[config.mk]
export PLATFORM = sky130hd
export DESIGN_NAME = nmea_rmc_position_parser_core
export DESIGN_NICKNAME = d
export VERILOG_FILES = /design/src/rtl/core/nrmc_pkg.sv /design/src/rtl/core/nrmc_fifo.sv /design/src/rtl/core/nrmc_front.sv /design/src/rtl/core/nrmc_coord.sv /design/src/rtl/core/nrmc_back.sv /design/src/rtl/core/nmea_rmc_position_parser_core.sv
export SDC_FILE = /design/constraint.sdc
export NUM_CORES = 2
export LEC_CHECK = 0
export ABC_AREA = 1
export ABC_CLOCK_PERIOD_IN_PS = 10750
export BUFFER_PORTS_ARGS = -buffer_cell sky130_fd_sc_hd__buf_2
export CAP_MARGIN = 10
export CORE_AREA = 2 2 479 481
export DETAILED_ROUTE_END_ITERATION = 16
export DIE_AREA = 0 0 481 483
export MAX_ROUTING_LAYER = met4
export PLACE_DENSITY_LB_ADDON = 0.3
export SYNTH_ARGS = -nofsm -noshare
export SYNTH_HDL_FRONTEND = slang
export SYNTH_HIERARCHICAL = 1
export SYNTH_SLANG_ARGS = --single-unit
[constraint.sdc]
create_clock -name clk -period 10.75 [get_ports clk]
set_input_delay 1.075 -clock clk [delete_from_list [all_inputs] [get_ports clk]]
set_output_delay 1.075 -clock clk [all_outputs]
set_load 0.02 [all_outputs]
[src/rtl/core/nrmc_pkg.sv]
// nrmc_pkg: types, constants and small helper functions shared by the rmc parser core.
// No dependencies; every other file in rtl/core but nrmc_fifo refers to it by scoped names.
`default_nettype none

package nrmc_pkg;

  // fraction digits kept per coordinate, and time characters looked at
  localparam int FRAC_DIGITS = 5;
  localparam int TIME_CHARS  = 10;

  // the point of hhmmss.sss is skipped, so one char fewer becomes a digit
  localparam int TIME_POINT_POS = 6;
  localparam int TIME_DIGITS = (TIME_CHARS > TIME_POINT_POS) ? TIME_CHARS - 1 : TIME_CHARS;

  localparam int SCALE   = 10 ** FRAC_DIGITS;
  localparam int FRAC_W  = $clog2(SCALE);
  localparam int E7_MULT = 10 ** (7 - FRAC_DIGITS);

  localparam int IP_W    = 15;
  localparam int INT_CAP = 19000;

  localparam logic [30:0] LAT_LIMIT = 31'd900000000;
  localparam logic [30:0] LON_LIMIT = 31'd1800000000;

  localparam logic [15:0] TALKER_RESET = 16'h474E;

  localparam logic [7:0] CH_DOLLAR = 8'h24;
  localparam logic [7:0] CH_COMMA  = 8'h2C;
  localparam logic [7:0] CH_POINT  = 8'h2E;
  localparam logic [7:0] CH_ZERO   = 8'h30;
  localparam logic [7:0] CH_NINE   = 8'h39;
  localparam logic [7:0] CH_A      = 8'h41;
  localparam logic [7:0] CH_C      = 8'h43;
  localparam logic [7:0] CH_M      = 8'h4D;
  localparam logic [7:0] CH_R      = 8'h52;
  localparam logic [7:0] CH_S      = 8'h53;
  localparam logic [7:0] CH_W      = 8'h57;

  // field of the sentence the parser is in
  typedef enum logic [2:0] {
    FLD_HEADER,
    FLD_TIME,
    FLD_STATUS,
    FLD_LAT,
    FLD_NS,
    FLD_LON,
    FLD_EW
  } field_t;

  // raw fix handed from the parser to the conversion pipeline
  typedef struct packed {
    logic [TIME_DIGITS-1:0][3:0] time_digits;
    logic [IP_W-1:0]             lat_ip;
    logic [FRAC_W-1:0]           lat_frac;
    logic                        lat_south;
    logic [IP_W-1:0]             lon_ip;
    logic [FRAC_W-1:0]           lon_frac;
    logic                        lon_west;
  } fix_t;

  typedef struct packed {
    logic [4:0]          hours;
    logic [5:0]          minutes;
    logic [5:0]          seconds;
    logic [9:0]          millis;
    logic signed [30:0]  latitude_e7;
    logic signed [31:0]  longitude_e7;
  } res_t;

  // weight of the fraction digit at position pos after the point
  function automatic logic [FRAC_W-1:0] frac_weight(input logic [2:0] pos);
    logic [FRAC_W-1:0] w;
    w = FRAC_W'(1);
    for (int i = 0; i < FRAC_DIGITS - 1; i++) begin
      if (i + int'(pos) < FRAC_DIGITS - 1) begin
        w = FRAC_W'(w * FRAC_W'(10));
      end
    end
    return w;
  endfunction

endpackage

`default_nettype wire

[src/rtl/core/nrmc_fifo.sv]
// nrmc_fifo: small register queue with occupancy count.
// Used between parser and converter and in front of the result ports; uses no package.
`default_nettype none

module nrmc_fifo #(
  parameter int WIDTH = 8,
  parameter int DEPTH = 4
) (
  input  wire logic                       clk,
  input  wire logic                       rst,
  input  wire logic                       push,
  input  wire logic [WIDTH-1:0]           wdata,
  input  wire logic                       pop,
  output logic      [WIDTH-1:0]           rdata,
  output logic                            full,
  output logic                            empty,
  output logic      [$clog2(DEPTH+1)-1:0] level
);

  localparam int PW = $clog2(DEPTH);
  localparam int LW = $clog2(DEPTH + 1);

  logic [WIDTH-1:0] mem [DEPTH];
  logic [PW-1:0]    wr_ptr;
  logic [PW-1:0]    rd_ptr;
  logic [LW-1:0]    count;

  always_ff @(posedge clk) begin
    if (push) begin
      mem[wr_ptr] <= wdata;
    end
  end

  always_ff @(posedge clk) begin
    if (rst) begin
      wr_ptr <= '0;
      rd_ptr <= '0;
      count  <= '0;
    end else begin
      if (push) begin
        wr_ptr <= (wr_ptr == PW'(DEPTH - 1)) ? '0 : wr_ptr + PW'(1);
      end
      if (pop) begin
        rd_ptr <= (rd_ptr == PW'(DEPTH - 1)) ? '0 : rd_ptr + PW'(1);
      end
      if (push && !pop) begin
        count <= count + LW'(1);
      end else if (pop && !push) begin
        count <= count - LW'(1);
      end
    end
  end

  assign rdata = mem[rd_ptr];
  assign full  = (count == LW'(DEPTH));
  assign empty = (count == '0);
  assign level = count;

  a_no_overflow: assert property (@(posedge clk) disable iff (rst) push |-> !full)
    else $error("queue written while full");
  a_no_underflow: assert property (@(posedge clk) disable iff (rst) pop |-> !empty)
    else $error("queue read while empty");

endmodule

`default_nettype wire

[src/rtl/core/nrmc_front.sv]
// nrmc_front: byte-level sentence parser; matches the header, counts fields and
// collects time digits and raw coordinates into one fix beat. Depends on nrmc_pkg.
`default_nettype none

module nrmc_front (
  input  wire logic                clk,
  input  wire logic                rst,
  input  wire logic                talker_we,
  input  wire logic [15:0]         talker_wdata,
  input  wire logic                take,
  input  wire logic [7:0]          rx_byte,
  output logic                     emit,
  output nrmc_pkg::fix_t           fix
);

  localparam int IP_W   = nrmc_pkg::IP_W;
  localparam int FRAC_W = nrmc_pkg::FRAC_W;
  localparam int TD     = nrmc_pkg::TIME_DIGITS;

  logic [15:0]                talker;
  logic                       sentence_ok, sentence_ok_next;
  nrmc_pkg::field_t           field, field_next;
  logic [2:0]                 header_pos, header_pos_next;
  logic                       after_point, after_point_next;
  logic [2:0]                 frac_count, frac_count_next;
  logic [IP_W-1:0]            ip_acc, ip_acc_next;
  logic [FRAC_W-1:0]          frac_acc, frac_acc_next;
  logic [TD-1:0][3:0]         time_digits, time_digits_next;
  logic [3:0]                 time_count, time_count_next;
  logic [IP_W-1:0]            lat_ip, lat_ip_next;
  logic [FRAC_W-1:0]          lat_frac, lat_frac_next;
  logic                       lat_south, lat_south_next;
  logic [IP_W-1:0]            lon_ip, lon_ip_next;
  logic [FRAC_W-1:0]          lon_frac, lon_frac_next;

  logic       is_digit;
  logic [3:0] dval;

  assign is_digit = (rx_byte >= nrmc_pkg::CH_ZERO) && (rx_byte <= nrmc_pkg::CH_NINE);
  assign dval     = rx_byte[3:0];

  always_comb begin
    logic [7:0]  want;
    logic [17:0] ip_wide;
    logic [3:0]  tidx;
    sentence_ok_next = sentence_ok;
    field_next       = field;
    header_pos_next  = header_pos;
    after_point_next = after_point;
    frac_count_next  = frac_count;
    ip_acc_next      = ip_acc;
    frac_acc_next    = frac_acc;
    time_digits_next = time_digits;
    time_count_next  = time_count;
    lat_ip_next      = lat_ip;
    lat_frac_next    = lat_frac;
    lat_south_next   = lat_south;
    lon_ip_next      = lon_ip;
    lon_frac_next    = lon_frac;
    ip_wide = 18'(ip_acc) * 18'd10 + 18'(dval);
    tidx = (time_count < 4'(nrmc_pkg::TIME_POINT_POS)) ? time_count : time_count - 4'd1;
    case (header_pos)
      3'd0:    want = talker[15:8];
      3'd1:    want = talker[7:0];
      3'd2:    want = nrmc_pkg::CH_R;
      3'd3:    want = nrmc_pkg::CH_M;
      3'd4:    want = nrmc_pkg::CH_C;
      default: want = nrmc_pkg::CH_COMMA;
    endcase

    if (take) begin
      if (rx_byte == nrmc_pkg::CH_DOLLAR) begin
        sentence_ok_next = 1'b1;
        field_next       = nrmc_pkg::FLD_HEADER;
        header_pos_next  = '0;
        after_point_next = 1'b0;
        frac_count_next  = '0;
        ip_acc_next      = '0;
        frac_acc_next    = '0;
        time_digits_next = '0;
        time_count_next  = '0;
        lat_ip_next      = '0;
        lat_frac_next    = '0;
        lat_south_next   = 1'b0;
        lon_ip_next      = '0;
        lon_frac_next    = '0;
      end else if (sentence_ok) begin
        case (field)
          nrmc_pkg::FLD_HEADER: begin
            if (rx_byte != want) begin
              sentence_ok_next = 1'b0;
            end else if (header_pos >= 3'd5) begin
              field_next       = nrmc_pkg::FLD_TIME;
              after_point_next = 1'b0;
              frac_count_next  = '0;
              ip_acc_next      = '0;
              frac_acc_next    = '0;
            end else begin
              header_pos_next = header_pos + 3'd1;
            end
          end
          nrmc_pkg::FLD_EW: begin
            // this byte releases the fix
            sentence_ok_next = 1'b0;
          end
          default: begin
            if (rx_byte == nrmc_pkg::CH_COMMA) begin
              if (field == nrmc_pkg::FLD_STATUS && !after_point) begin
                sentence_ok_next = 1'b0;
              end else begin
                if (field == nrmc_pkg::FLD_LAT) begin
                  lat_ip_next    = ip_acc;
                  lat_frac_next  = frac_acc;
                  lat_south_next = 1'b0;
                end
                if (field == nrmc_pkg::FLD_LON) begin
                  lon_ip_next   = ip_acc;
                  lon_frac_next = frac_acc;
                end
                case (field)
                  nrmc_pkg::FLD_TIME:   field_next = nrmc_pkg::FLD_STATUS;
                  nrmc_pkg::FLD_STATUS: field_next = nrmc_pkg::FLD_LAT;
                  nrmc_pkg::FLD_LAT:    field_next = nrmc_pkg::FLD_NS;
                  nrmc_pkg::FLD_NS:     field_next = nrmc_pkg::FLD_LON;
                  nrmc_pkg::FLD_LON:    field_next = nrmc_pkg::FLD_EW;
                  default:              field_next = field;
                endcase
                after_point_next = 1'b0;
                frac_count_next  = '0;
                ip_acc_next      = '0;
                frac_acc_next    = '0;
              end
            end else begin
              case (field)
                nrmc_pkg::FLD_TIME: begin
                  if (time_count < 4'(nrmc_pkg::TIME_CHARS)) begin
                    if (time_count != 4'(nrmc_pkg::TIME_POINT_POS)) begin
                      for (int i = 0; i < TD; i++) begin
                        if (tidx == 4'(i)) begin
                          time_digits_next[i] = is_digit ? dval : 4'd0;
                        end
                      end
                    end
                    time_count_next = time_count + 4'd1;
                  end
                end
                nrmc_pkg::FLD_STATUS: begin
                  if (!after_point) begin
                    after_point_next = 1'b1;
                    if (rx_byte != nrmc_pkg::CH_A) begin
                      sentence_ok_next = 1'b0;
                    end
                  end
                end
                nrmc_pkg::FLD_NS: begin
                  if (!after_point) begin
                    after_point_next = 1'b1;
                    lat_south_next   = (rx_byte == nrmc_pkg::CH_S);
                  end
                end
                nrmc_pkg::FLD_LAT, nrmc_pkg::FLD_LON: begin
                  if (rx_byte == nrmc_pkg::CH_POINT) begin
                    after_point_next = 1'b1;
                  end else if (is_digit) begin
                    if (!after_point) begin
                      ip_acc_next = (ip_wide > 18'(nrmc_pkg::INT_CAP)) ?
                                    IP_W'(nrmc_pkg::INT_CAP) : ip_wide[IP_W-1:0];
                    end else if (frac_count < 3'(nrmc_pkg::FRAC_DIGITS)) begin
                      frac_acc_next = frac_acc + FRAC_W'(FRAC_W'(dval) *
                                      nrmc_pkg::frac_weight(frac_count));
                      frac_count_next = frac_count + 3'd1;
                    end
                  end
                end
                default: begin
                end
              endcase
            end
          end
        endcase
      end
    end
  end

  always_comb begin
    emit = take && sentence_ok && (field == nrmc_pkg::FLD_EW) &&
           (rx_byte != nrmc_pkg::CH_DOLLAR);
    fix.time_digits = time_digits;
    fix.lat_ip      = lat_ip;
    fix.lat_frac    = lat_frac;
    fix.lat_south   = lat_south;
    fix.lon_ip      = lon_ip;
    fix.lon_frac    = lon_frac;
    fix.lon_west    = (rx_byte == nrmc_pkg::CH_W);
  end

  always_ff @(posedge clk) begin
    if (rst) begin
      talker <= nrmc_pkg::TALKER_RESET;
    end else if (talker_we) begin
      talker <= talker_wdata;
    end
  end

  always_ff @(posedge clk) begin
    if (rst) begin
      sentence_ok <= 1'b0;
      field       <= nrmc_pkg::FLD_HEADER;
      header_pos  <= '0;
      after_point <= 1'b0;
      frac_count  <= '0;
      ip_acc      <= '0;
      frac_acc    <= '0;
      time_digits <= '0;
      time_count  <= '0;
      lat_ip      <= '0;
      lat_frac    <= '0;
      lat_south   <= 1'b0;
      lon_ip      <= '0;
      lon_frac    <= '0;
    end else begin
      sentence_ok <= sentence_ok_next;
      field       <= field_next;
      header_pos  <= header_pos_next;
      after_point <= after_point_next;
      frac_count  <= frac_count_next;
      ip_acc      <= ip_acc_next;
      frac_acc    <= frac_acc_next;
      time_digits <= time_digits_next;
      time_count  <= time_count_next;
      lat_ip      <= lat_ip_next;
      lat_frac    <= lat_frac_next;
      lat_south   <= lat_south_next;
      lon_ip      <= lon_ip_next;
      lon_frac    <= lon_frac_next;
    end
  end

  a_emit_closes: assert property (@(posedge clk) disable iff (rst) emit |=> !sentence_ok)
    else $error("sentence still open after its fix was released");

endmodule

`default_nettype wire

[src/rtl/core/nrmc_coord.sv]
// nrmc_coord: five-stage lane turning ddmm.fffff (integer and fraction parts) into
// signed degrees times 1e7 with saturation. Depends on nrmc_pkg.
`default_nettype none

module nrmc_coord #(
  parameter logic [30:0] LIMIT = 31'd900000000
) (
  input  wire logic                          clk,
  input  wire logic [nrmc_pkg::IP_W-1:0]     ip,
  input  wire logic [nrmc_pkg::FRAC_W-1:0]   frac,
  input  wire logic                          neg,
  output logic signed [31:0]                 value
);

  localparam int FRAC_W = nrmc_pkg::FRAC_W;
  // floor(2^32 / 60); the quotient comes out at most one low
  localparam logic [31:0] RECIP_60 = 32'd71582788;

  logic [31:0]       deg_prod;
  logic [7:0]        s1_deg;
  logic [6:0]        s1_min;
  logic [FRAC_W-1:0] s1_frac;
  logic              s1_neg;

  logic [31:0]       x_wide;
  logic [31:0]       deg_wide;
  logic [29:0]       s2_x;
  logic [30:0]       s2_degpart;
  logic              s2_neg;

  logic [63:0]       q_prod;
  logic [24:0]       s3_q;
  logic [29:0]       s3_x;
  logic [30:0]       s3_degpart;
  logic              s3_neg;

  logic [30:0]       q60;
  logic [30:0]       rem;
  logic [24:0]       q_fix;
  logic [31:0]       sum;
  logic [30:0]       s4_mag;
  logic              s4_neg;

  // ip / 100 by reciprocal, exact for ip below 43690
  assign deg_prod = 32'(ip) * 32'd41944;

  always_ff @(posedge clk) begin
    s1_deg  <= deg_prod[29:22];
    s1_min  <= 7'(ip - 15'(32'(deg_prod[29:22]) * 32'd100));
    s1_frac <= frac;
    s1_neg  <= neg;
  end

  assign x_wide   = 32'(s1_min) * 32'd10000000 + 32'(s1_frac) * 32'(nrmc_pkg::E7_MULT);
  assign deg_wide = 32'(s1_deg) * 32'd10000000;

  always_ff @(posedge clk) begin
    s2_x       <= x_wide[29:0];
    s2_degpart <= deg_wide[30:0];
    s2_neg     <= s1_neg;
  end

  assign q_prod = 64'(s2_x) * 64'(RECIP_60);

  always_ff @(posedge clk) begin
    s3_q       <= q_prod[56:32];
    s3_x       <= s2_x;
    s3_degpart <= s2_degpart;
    s3_neg     <= s2_neg;
  end

  assign q60   = (31'(s3_q) << 6) - (31'(s3_q) << 2);
  assign rem   = 31'(s3_x) - q60;
  assign q_fix = (rem >= 31'd60) ? s3_q + 25'd1 : s3_q;
  assign sum   = 32'(s3_degpart) + 32'(q_fix);

  always_ff @(posedge clk) begin
    s4_mag <= (sum > 32'(LIMIT)) ? LIMIT : sum[30:0];
    s4_neg <= s3_neg;
  end

  always_ff @(posedge clk) begin
    value <= s4_neg ? -$signed({1'b0, s4_mag}) : $signed({1'b0, s4_mag});
  end

endmodule

`default_nettype wire

[src/rtl/core/nrmc_back.sv]
// nrmc_back: conversion pipeline; assembles the UTC time and runs both coordinate
// lanes, issuing a fix only when the result queue has room. Depends on nrmc_pkg, nrmc_coord.
`default_nettype none

module nrmc_back #(
  parameter int OUT_DEPTH = 8
) (
  input  wire logic                           clk,
  input  wire logic                           rst,
  input  wire logic                           in_avail,
  input  wire nrmc_pkg::fix_t                 in_fix,
  output logic                                in_take,
  input  wire logic [$clog2(OUT_DEPTH+1)-1:0] out_level,
  output logic                                out_push,
  output nrmc_pkg::res_t                      out_res
);

  localparam int STAGES = 5;
  localparam int TD     = nrmc_pkg::TIME_DIGITS;

  logic [STAGES-1:0] vld;
  logic [2:0]        inflight;
  logic [26:0]       tpipe [STAGES];

  logic [3:0] dg [9];
  logic [6:0] hh;
  logic [6:0] mm;
  logic [6:0] ss;
  logic [9:0] ms;
  logic [4:0] hours_sat;
  logic [5:0] minutes_sat;
  logic [5:0] seconds_sat;

  logic signed [31:0] lat_val;
  logic signed [31:0] lon_val;

  // credit check: beats in flight plus queued results never exceed the queue
  assign in_take = in_avail && ((int'(out_level) + int'(inflight)) < OUT_DEPTH);

  always_comb begin
    for (int i = 0; i < 9; i++) begin
      dg[i] = 4'd0;
    end
    for (int i = 0; i < TD; i++) begin
      dg[i] = in_fix.time_digits[i];
    end
  end

  assign hh = 7'(dg[0]) * 7'd10 + 7'(dg[1]);
  assign mm = 7'(dg[2]) * 7'd10 + 7'(dg[3]);
  assign ss = 7'(dg[4]) * 7'd10 + 7'(dg[5]);
  assign ms = 10'(dg[6]) * 10'd100 + 10'(dg[7]) * 10'd10 + 10'(dg[8]);

  assign hours_sat   = (hh > 7'd23) ? 5'd23 : hh[4:0];
  assign minutes_sat = (mm > 7'd59) ? 6'd59 : mm[5:0];
  assign seconds_sat = (ss > 7'd60) ? 6'd60 : ss[5:0];

  always_ff @(posedge clk) begin
    tpipe[0] <= {hours_sat, minutes_sat, seconds_sat, ms};
    for (int i = 1; i < STAGES; i++) begin
      tpipe[i] <= tpipe[i-1];
    end
  end

  always_ff @(posedge clk) begin
    if (rst) begin
      vld      <= '0;
      inflight <= '0;
    end else begin
      vld      <= {vld[STAGES-2:0], in_take};
      inflight <= inflight + 3'(in_take) - 3'(vld[STAGES-1]);
    end
  end

  nrmc_coord #(
    .LIMIT (nrmc_pkg::LAT_LIMIT)
  ) u_lat (
    .clk   (clk),
    .ip    (in_fix.lat_ip),
    .frac  (in_fix.lat_frac),
    .neg   (in_fix.lat_south),
    .value (lat_val)
  );

  nrmc_coord #(
    .LIMIT (nrmc_pkg::LON_LIMIT)
  ) u_lon (
    .clk   (clk),
    .ip    (in_fix.lon_ip),
    .frac  (in_fix.lon_frac),
    .neg   (in_fix.lon_west),
    .value (lon_val)
  );

  assign out_push             = vld[STAGES-1];
  assign out_res.hours        = tpipe[STAGES-1][26:22];
  assign out_res.minutes      = tpipe[STAGES-1][21:16];
  assign out_res.seconds      = tpipe[STAGES-1][15:10];
  assign out_res.millis       = tpipe[STAGES-1][9:0];
  assign out_res.latitude_e7  = lat_val[30:0];
  assign out_res.longitude_e7 = lon_val;

  a_inflight_count: assert property (@(posedge clk) disable iff (rst)
    $countones(vld) == int'(inflight))
    else $error("in-flight count disagrees with stage valids");
  a_credit_bound: assert property (@(posedge clk) disable iff (rst)
    (int'(out_level) + int'(inflight)) <= OUT_DEPTH)
    else $error("result queue overcommitted");

endmodule

`default_nettype wire

[src/rtl/core/nmea_rmc_position_parser_core.sv]
// nmea_rmc_position_parser_core: top level of the rmc position parser.
// Depends on nrmc_pkg, nrmc_front, nrmc_fifo, nrmc_back (and nrmc_coord below it).
`default_nettype none

// Takes one sentence byte per clock through push/full and gives one position fix
// (UTC time, latitude and longitude in degrees times 1e7) per valid RMC sentence
// through empty/pop. The byte parser runs at one byte per cycle and never stalls
// on its own; full rises only when QUEUE_DEPTH fixes wait for the converter, which
// in turn waits when its fixes in flight plus unread results reach OUT_DEPTH.
// A fix enters the fix queue on the E/W character of its sentence, runs through
// the coordinate pipeline (divide by 100, scale, reciprocal multiply by 1/60,
// correct and saturate, sign) and is then written into the result queue.
// talker_id may be rewritten only while no sentence is being parsed.
module nmea_rmc_position_parser_core #(
  parameter int QUEUE_DEPTH = 4,
  parameter int OUT_DEPTH   = 8
) (
  input  wire logic               clk,
  input  wire logic               rst,
  input  wire logic               talker_id_we,
  input  wire logic [15:0]        talker_id,
  input  wire logic               push,
  output logic                    full,
  input  wire logic [7:0]         rx_byte,
  input  wire logic               pop,
  output logic                    empty,
  output logic [4:0]              hours,
  output logic [5:0]              minutes,
  output logic [5:0]              seconds,
  output logic [9:0]              millis,
  output logic signed [30:0]      latitude_e7,
  output logic signed [31:0]      longitude_e7
);

  localparam int FIX_W = $bits(nrmc_pkg::fix_t);
  localparam int RES_W = $bits(nrmc_pkg::res_t);

  logic                                take;
  logic                                emit;
  nrmc_pkg::fix_t                      front_fix;
  logic [FIX_W-1:0]                    mid_rdata;
  logic                                mid_full;
  logic                                mid_empty;
  logic                                back_take;
  logic                                back_push;
  nrmc_pkg::res_t                      back_res;
  logic [RES_W-1:0]                    out_rdata;
  logic                                out_empty;
  logic                                out_pop;
  logic [$clog2(OUT_DEPTH+1)-1:0]      out_level;
  nrmc_pkg::res_t                      res;

  assign take    = push && !mid_full;
  assign full    = mid_full;
  assign out_pop = pop && !out_empty;
  assign empty   = out_empty;

  nrmc_front u_front (
    .clk          (clk),
    .rst          (rst),
    .talker_we    (talker_id_we),
    .talker_wdata (talker_id),
    .take         (take),
    .rx_byte      (rx_byte),
    .emit         (emit),
    .fix          (front_fix)
  );

  nrmc_fifo #(
    .WIDTH (FIX_W),
    .DEPTH (QUEUE_DEPTH)
  ) u_fix_q (
    .clk   (clk),
    .rst   (rst),
    .push  (emit),
    .wdata (front_fix),
    .pop   (back_take),
    .rdata (mid_rdata),
    .full  (mid_full),
    .empty (mid_empty),
    .level ()
  );

  nrmc_back #(
    .OUT_DEPTH (OUT_DEPTH)
  ) u_back (
    .clk       (clk),
    .rst       (rst),
    .in_avail  (!mid_empty),
    .in_fix    (nrmc_pkg::fix_t'(mid_rdata)),
    .in_take   (back_take),
    .out_level (out_level),
    .out_push  (back_push),
    .out_res   (back_res)
  );

  nrmc_fifo #(
    .WIDTH (RES_W),
    .DEPTH (OUT_DEPTH)
  ) u_res_q (
    .clk   (clk),
    .rst   (rst),
    .push  (back_push),
    .wdata (back_res),
    .pop   (out_pop),
    .rdata (out_rdata),
    .full  (),
    .empty (out_empty),
    .level (out_level)
  );

  assign res          = nrmc_pkg::res_t'(out_rdata);
  assign hours        = res.hours;
  assign minutes      = res.minutes;
  assign seconds      = res.seconds;
  assign millis       = res.millis;
  assign latitude_e7  = res.latitude_e7;
  assign longitude_e7 = res.longitude_e7;

endmodule

`default_nettype wire
### Yosys cells after proc, flatten, opt, wreduce, memory -nomap -nowiden

Memories as Yosys holds them, arrays and structs flattened. A register that Yosys moved wholly into a read port is not among the register bits.
Index checks and enable logic that the tools add are counted.

| storage, ports and cells | value |
|---|---|
| bits in registers | 652 |
| bits in writable memories | 1263 |
| input bits | 29 |
| output and inout bits | 92 |
| memories | 3 |

| cells by class | value |
|---|---|
| add/subtract/negate cells | 39 |
| multipliers | 22 |
| $lt $le $gt $ge | 19 |
| eq/ne operators | 48 |
| muxes and demuxes | 191 |
| reductions and logical operators | 73 |

Memories:

| memory | depth | width | rd ports | clocked after Yosys merged registers in | write ports | line | text |
|---|---|---|---|---|---|---|---|
| u_res_q.mem | 8 | 90 | 1 | 1 | 1 | nrmc_fifo.sv:23 | `logic [WIDTH-1:0] mem [DEPTH];` |
| u_fix_q.mem | 4 | 102 | 1 | 1 | 1 | nrmc_fifo.sv:23 |  |
| u_back.tpipe | 5 | 27 | 5 | 0 | 5 | nrmc_back.sv:23 | `logic [26:0] tpipe [STAGES];` |

Operator list:

| cell | number |
|---|---|
| 2-to-1 mux 17 bit | 66 |
| 2-to-1 mux 15 bit | 23 |
| 2-to-1 mux 36 bit | 7 |
| multiplier 30 x 25 -> 55 bit (second input constant) | 2 |
| less-than comparator 32 x 4 -> 1 bit (second input constant) | 3 |
| AND reduction 8 bit | 11 |
| 2-to-1 mux 3 bit | 28 |
| 2-to-1 mux 4 bit | 20 |
| adder 31 x 25 -> 32 bit | 2 |
| >= comparator 31 x 6 -> 1 bit (second input constant) | 2 |
| 2-to-1 mux 31 bit | 2 |
| subtractor 30 x 31 -> 31 bit | 2 |
| subtractor 31 x 27 -> 31 bit | 2 |
| adder 30 x 24 -> 30 bit | 2 |
| multiplier 15 x 13 -> 27 bit (second input constant) | 2 |
| multiplier 17 x 3 -> 16 bit (second input constant) | 3 |
| adder 25 x 1 -> 25 bit (second input constant) | 2 |
| 2-to-1 mux 25 bit | 2 |
| multiplier 8 x 17 -> 24 bit (second input constant) | 2 |
| multiplier 7 x 17 -> 23 bit (second input constant) | 2 |
| multiplier 17 x 5 -> 22 bit (second input constant) | 2 |
| case mux 8 bit (5 select lines) | 1 |
| nonzero test 2 bit | 19 |
| case mux 17 bit (2 select lines) | 1 |
| 79 further kinds | 184 |

### Depth between registers and ports, before layout

| depth | value |
|---|---|
| depth in word-level cells | 59 |
| depth in mapped cells | 48 |
| mapped depth without buffers | 45 |

### Modules after synthesis

The synthesis kept the hierarchy.

Modules (own cells, without submodules):

| module | times used | cells an instance | area each (µm²) |
|---|---|---|---|
| nrmc_fifo at u_res_q | 1 | 2480 | 29238.0 |
| nrmc_coord at u_back.u_lon | 1 | 3345 | 27121.0 |
| nrmc_coord at u_back.u_lat | 1 | 3310 | 26859.5 |
| nrmc_fifo at u_fix_q | 1 | 1045 | 16160.5 |
| nrmc_front | 1 | 1624 | 11038.1 |
| nrmc_back | 1 | 435 | 4883.4 |
| nmea_rmc_position_parser_core | 1 | 5 | 23.8 |

### Worst setup path before layout

OpenSTA, ideal clock, no wires.

| timing | value |
|---|---|
| path kind | reg-to-reg |
| from | register with a tool-made name |
| to | register u_back.u_lon.s1_min[6] |
| data arrival time | 6550 ps |
| slack | 4088 ps |
| cell stages (with the launch flop) | 40 |
| cell sequence | dfxtp_1 > buf_6 > inv_4 > buf_12 > buf_6 > nor2_1 > o22ai_1 > inv_1 > fa_1 > inv_1 > ha_1 > inv_1 > fa_1 > inv_1 > ha_1 > inv_1 > fa_1 > inv_1 > (+4 left out) > a21oi_1 > o21ai_0 > nand3_1 > nand2_1 > nand2_1 > nand2_1 > a21oi_1 > xnor2_1 > ha_1 > inv_1 > ha_1 > a21o_1 > a31oi_1 > xnor2_1 > inv_1 > or2_2 > nand3_1 > nand2_1 |

RTL lines:

| item | line | text |
|---|---|---|
| end signal: assignment | nrmc_coord.sv:49 | `s1_min <= 7'(ip - 15'(32'(deg_prod[29:22]) * 32'd100));` |
| end: declaration | nrmc_coord.sv:21 | `logic [6:0] s1_min;` |

==> reports/results.tsv <==
stage	metric	value	unit
worst_setup_path	ff2ff_path_depth	23	
timing	setup_tns	0	ns
worst_setup_path	crit_slowest_cell	o22ai_1	
worst_setup_path	critPathRequiredTime	11.44	ns
floorplan	fp.dieArea	0.232	sq mm
floorplan	coreArea	0.227	sq mm
worst_setup_path	arrival	8.59	ns
global_route	antenna_found_initial	6	
clock_tree	clockRootBuffer	clkbuf_16	
timing	fin_crit_sh	73.5	%
min_path	min_path_type	flop to flop	
clock_tree	path_clk_slew	0.06	ns
clock_tree	hold_buffers	0	
floorplan	rows	175	
clock_tree	cts_setup_buffers	0	
global_route	grt_usage	24.4	%
cells_and_area	nets	14100	
worst_setup_path	crit_path_frequent_cell	fa_1	
worst_setup_path	crit_chain	buf_4 -> buf_4 -> o21ai_0 -> o22ai_1 -> fa_1 -> ha_1 -> fa_1 -> fa_1 -> fa_1 -> ha_1 -> nand2_1 -> nor4_1 -> o21ai_0 -> nand2_1 -> xor2_1 -> ha_1 -> inv_1 -> fa_1 -> nand3_1 -> nand2_1 -> xor2_1 -> xnor2_1 -> xnor2_1	
route	dr.pass1.iters	8	
cells_and_area	fillCellCount	19700	
clock_tree	cts_tree	done	
timing	slew_headroom	19.9	%
worst_setup_path	timing.rr.end	u_back/u_lat/s1_min[6]	
run_status	status	finished clean	
worst_setup_path	endpoint_kind	flop	
timing	setup_viol	0	
yosys	syn_area	0.115	sq mm
worst_setup_path	cp-start-kind	flop	
yosys	ys_warn_count	6	
global_route	grt_pass1_vias	81500	
floorplan	start_util	50.8	%
clock_tree	clkSinkCount	1912	
timing	finalHoldViolCount	0	
yosys	syn_inst	12200	
global_route	grt-ovfl-total	0	
timing	whs	0.310	ns
clock_tree	clk_latency	0.86	ns
yosys	syn_avg_cell_area	9.42	sq um
route	drt_wl_total	277	mm
timing	rsz0062_at_grt	false	
cells_and_area	drive_gt1_share	6.59	%
floorplan	num_io_pins	121	
yosys	synth_nets	14000	
worst_setup_path	rrSetupSlack	2.85	ns
clock_tree	cts_buffer_depth	3	
route	num_vias	81500	
clock_tree	cts_resized	0	
floorplan	die_h	483	um
place	dp_slack	2.89	ns
clock_tree	cts-htree-levels	4	
place	place_congestion	0.966	
timing	setup_ws	2.85	ns
global_route	grt_pass1_wl	441	mm
route	first_iter_violations	5882	
floorplan	die_x	481	um
global_route	grt_start_max_net_pins	213	
min_path	hp-start	u_back/u_lat/s2_degpart[10]	
timing	fin_crit	7.90	ns
worst_setup_path	cp-endpoint	u_back/u_lat/s1_min[6]	
timing	fmax	127	MHz
route	viasPerCell	5.26	
clock_tree	cts_made_buffers	195	
timing	slew_viol_final	0	
place	hpwl	202	mm
worst_setup_path	criticalPathCategory	flop to flop	
worst_setup_path	path_max_fanout	68	
route	ant_nets	0	
place	numPortBuffers	120	
run	drv_cap	0	
worst_setup_path	slowest_delay	0.72	ns
timing	tightestPinTransition	1.20	ns
route	drc_errors	0	
cells_and_area	syn_to_final_growth	8.74	%
route	wl_per_cell	17.9	um
timing	finClkSkew	0.0717	ns
-- worst min-delay path by stage --
stage                                  endpoint  slack (ns)  depth (start not counted)
CTS                 u_back/u_lat/s3_degpart[10]        0.30                          0
floorplan                  u_back/tpipe[0][100]        0.31                          0
global placement            u_back/tpipe[0][92]        0.31                          0
detailed placement         u_back/tpipe[0][109]        0.31                          0
finish              u_back/u_lat/s3_degpart[10]        0.31                          0
global route         u_back/u_lat/s3_degpart[7]        0.31                          0
-- routing by layer --
| layer | routed length, um | part of all wire, % | GRT usage (%) |
|---|---|---|---|
| met3 | 12900 | 4.7 | 2.48 |
| met2 | 133000 | 48 | 40.4 |
| met1 | 125000 | 45 | 32.2 |
| met5 | 0 | 0 | - |
| met4 | 6070 | 2.2 | 6.03 |
-- registers in the layout, summed over array words and instances (netlist names), 17 cells and up, named ones only --
signal	flops
u_front/frac_acc	17
u_back/u_lon/s3_q	25
u_front/lon_frac	17
u_res_q/mem	720
u_back/u_lon/s4_mag	31
u_back/u_lat/s2_x	28
u_back/u_lat/s3_q	25
u_front/fix	36
u_back/u_lon/s2_degpart	24
u_back/tpipe	135
u_back/u_lat/s4_mag	31
u_back/u_lon/s3_degpart	24
u_back/u_lat/s3_x	28
u_fix_q/mem	408
u_back/u_lat/s2_degpart	24
u_back/u_lat/s1_frac	17
u_back/u_lon/s1_frac	17
u_front/lat_frac	17
u_back/u_lon/s3_x	28
u_back/u_lon/value	32
u_back/u_lon/s2_x	28
u_back/u_lat/s3_degpart	24
u_back/u_lat/value	31
-- worst max-delay path, delay by kind of cell (launching register included) --
family	cells	cell delay, ns
simple gates	5	0.69
flops	1	0.53
buf+inv	3	1.23
fa+ha+maj	8	3.37
xor+xnor	4	0.84
compound gates	3	1.04
-- through the flow --
stage | area, sq um | util, % | std cells
floorplan | 115000 | - | 12200
global placement | 118000 | 52.2 | 15100
detailed placement | 118000 | 52.2 | 15100
CTS | 125000 | 55.3 | 15500
global route | 125000 | 55.3 | 15500
finish | 125000 | 55.3 | 15500
-- area by class of cell --
| type | instances | area (sq um) | share of cell area [%] |
|---|---|---|---|
| Antenna cell | 5 | 12.5 | 0.00998 |
| Clock buffer | 262 | 5510 | 4.39 |
| Clock inverter | 108 | 1430 | 1.14 |
| Inverter | 1956 | 7380 | 5.89 |
| Multi-Input combinational cell | 8072 | 56700 | 45.2 |
| Sequential cell | 1912 | 49600 | 39.6 |
| Tap cell | 3009 | 3760 | 3.00 |
| Timing Repair Buffer | 171 | 1010 | 0.806 |
-- placed cells by master, fill, tap and decap left out, types with 20 or more instances in the layout --
master     instances
clkbuf_16        202
nor3_1            84
nand3_1          324
xnor2_1          133
nand2_2           45
nor2_1          1505
clkinv_2          24
buf_4             50
dfxtp_1          779
a31oi_1           55
clkbuf_1          35
nand3b_1          33
xor2_1           278
o21ai_0          508
a21oi_2           21
o22ai_2           30
o21ai_1          323
edfxtp_1        1128
nor2_4            54
a21oi_1          517
bufinv_16         20
o22ai_1           73
nand4_1           93
fa_1             525
or2_2             29
o21ai_2           44
buf_2            119
nor4_1            36
ha_1            1222
inv_2             26
nor2_2            28
a211oi_1          29
a21o_1            23
nand2_1         1915
inv_1           1917
clkbuf_8          22
inv_6             20
Power is not shown: default switching activity piles up to over one toggle a cycle in this logic, so the estimate is an artifact.
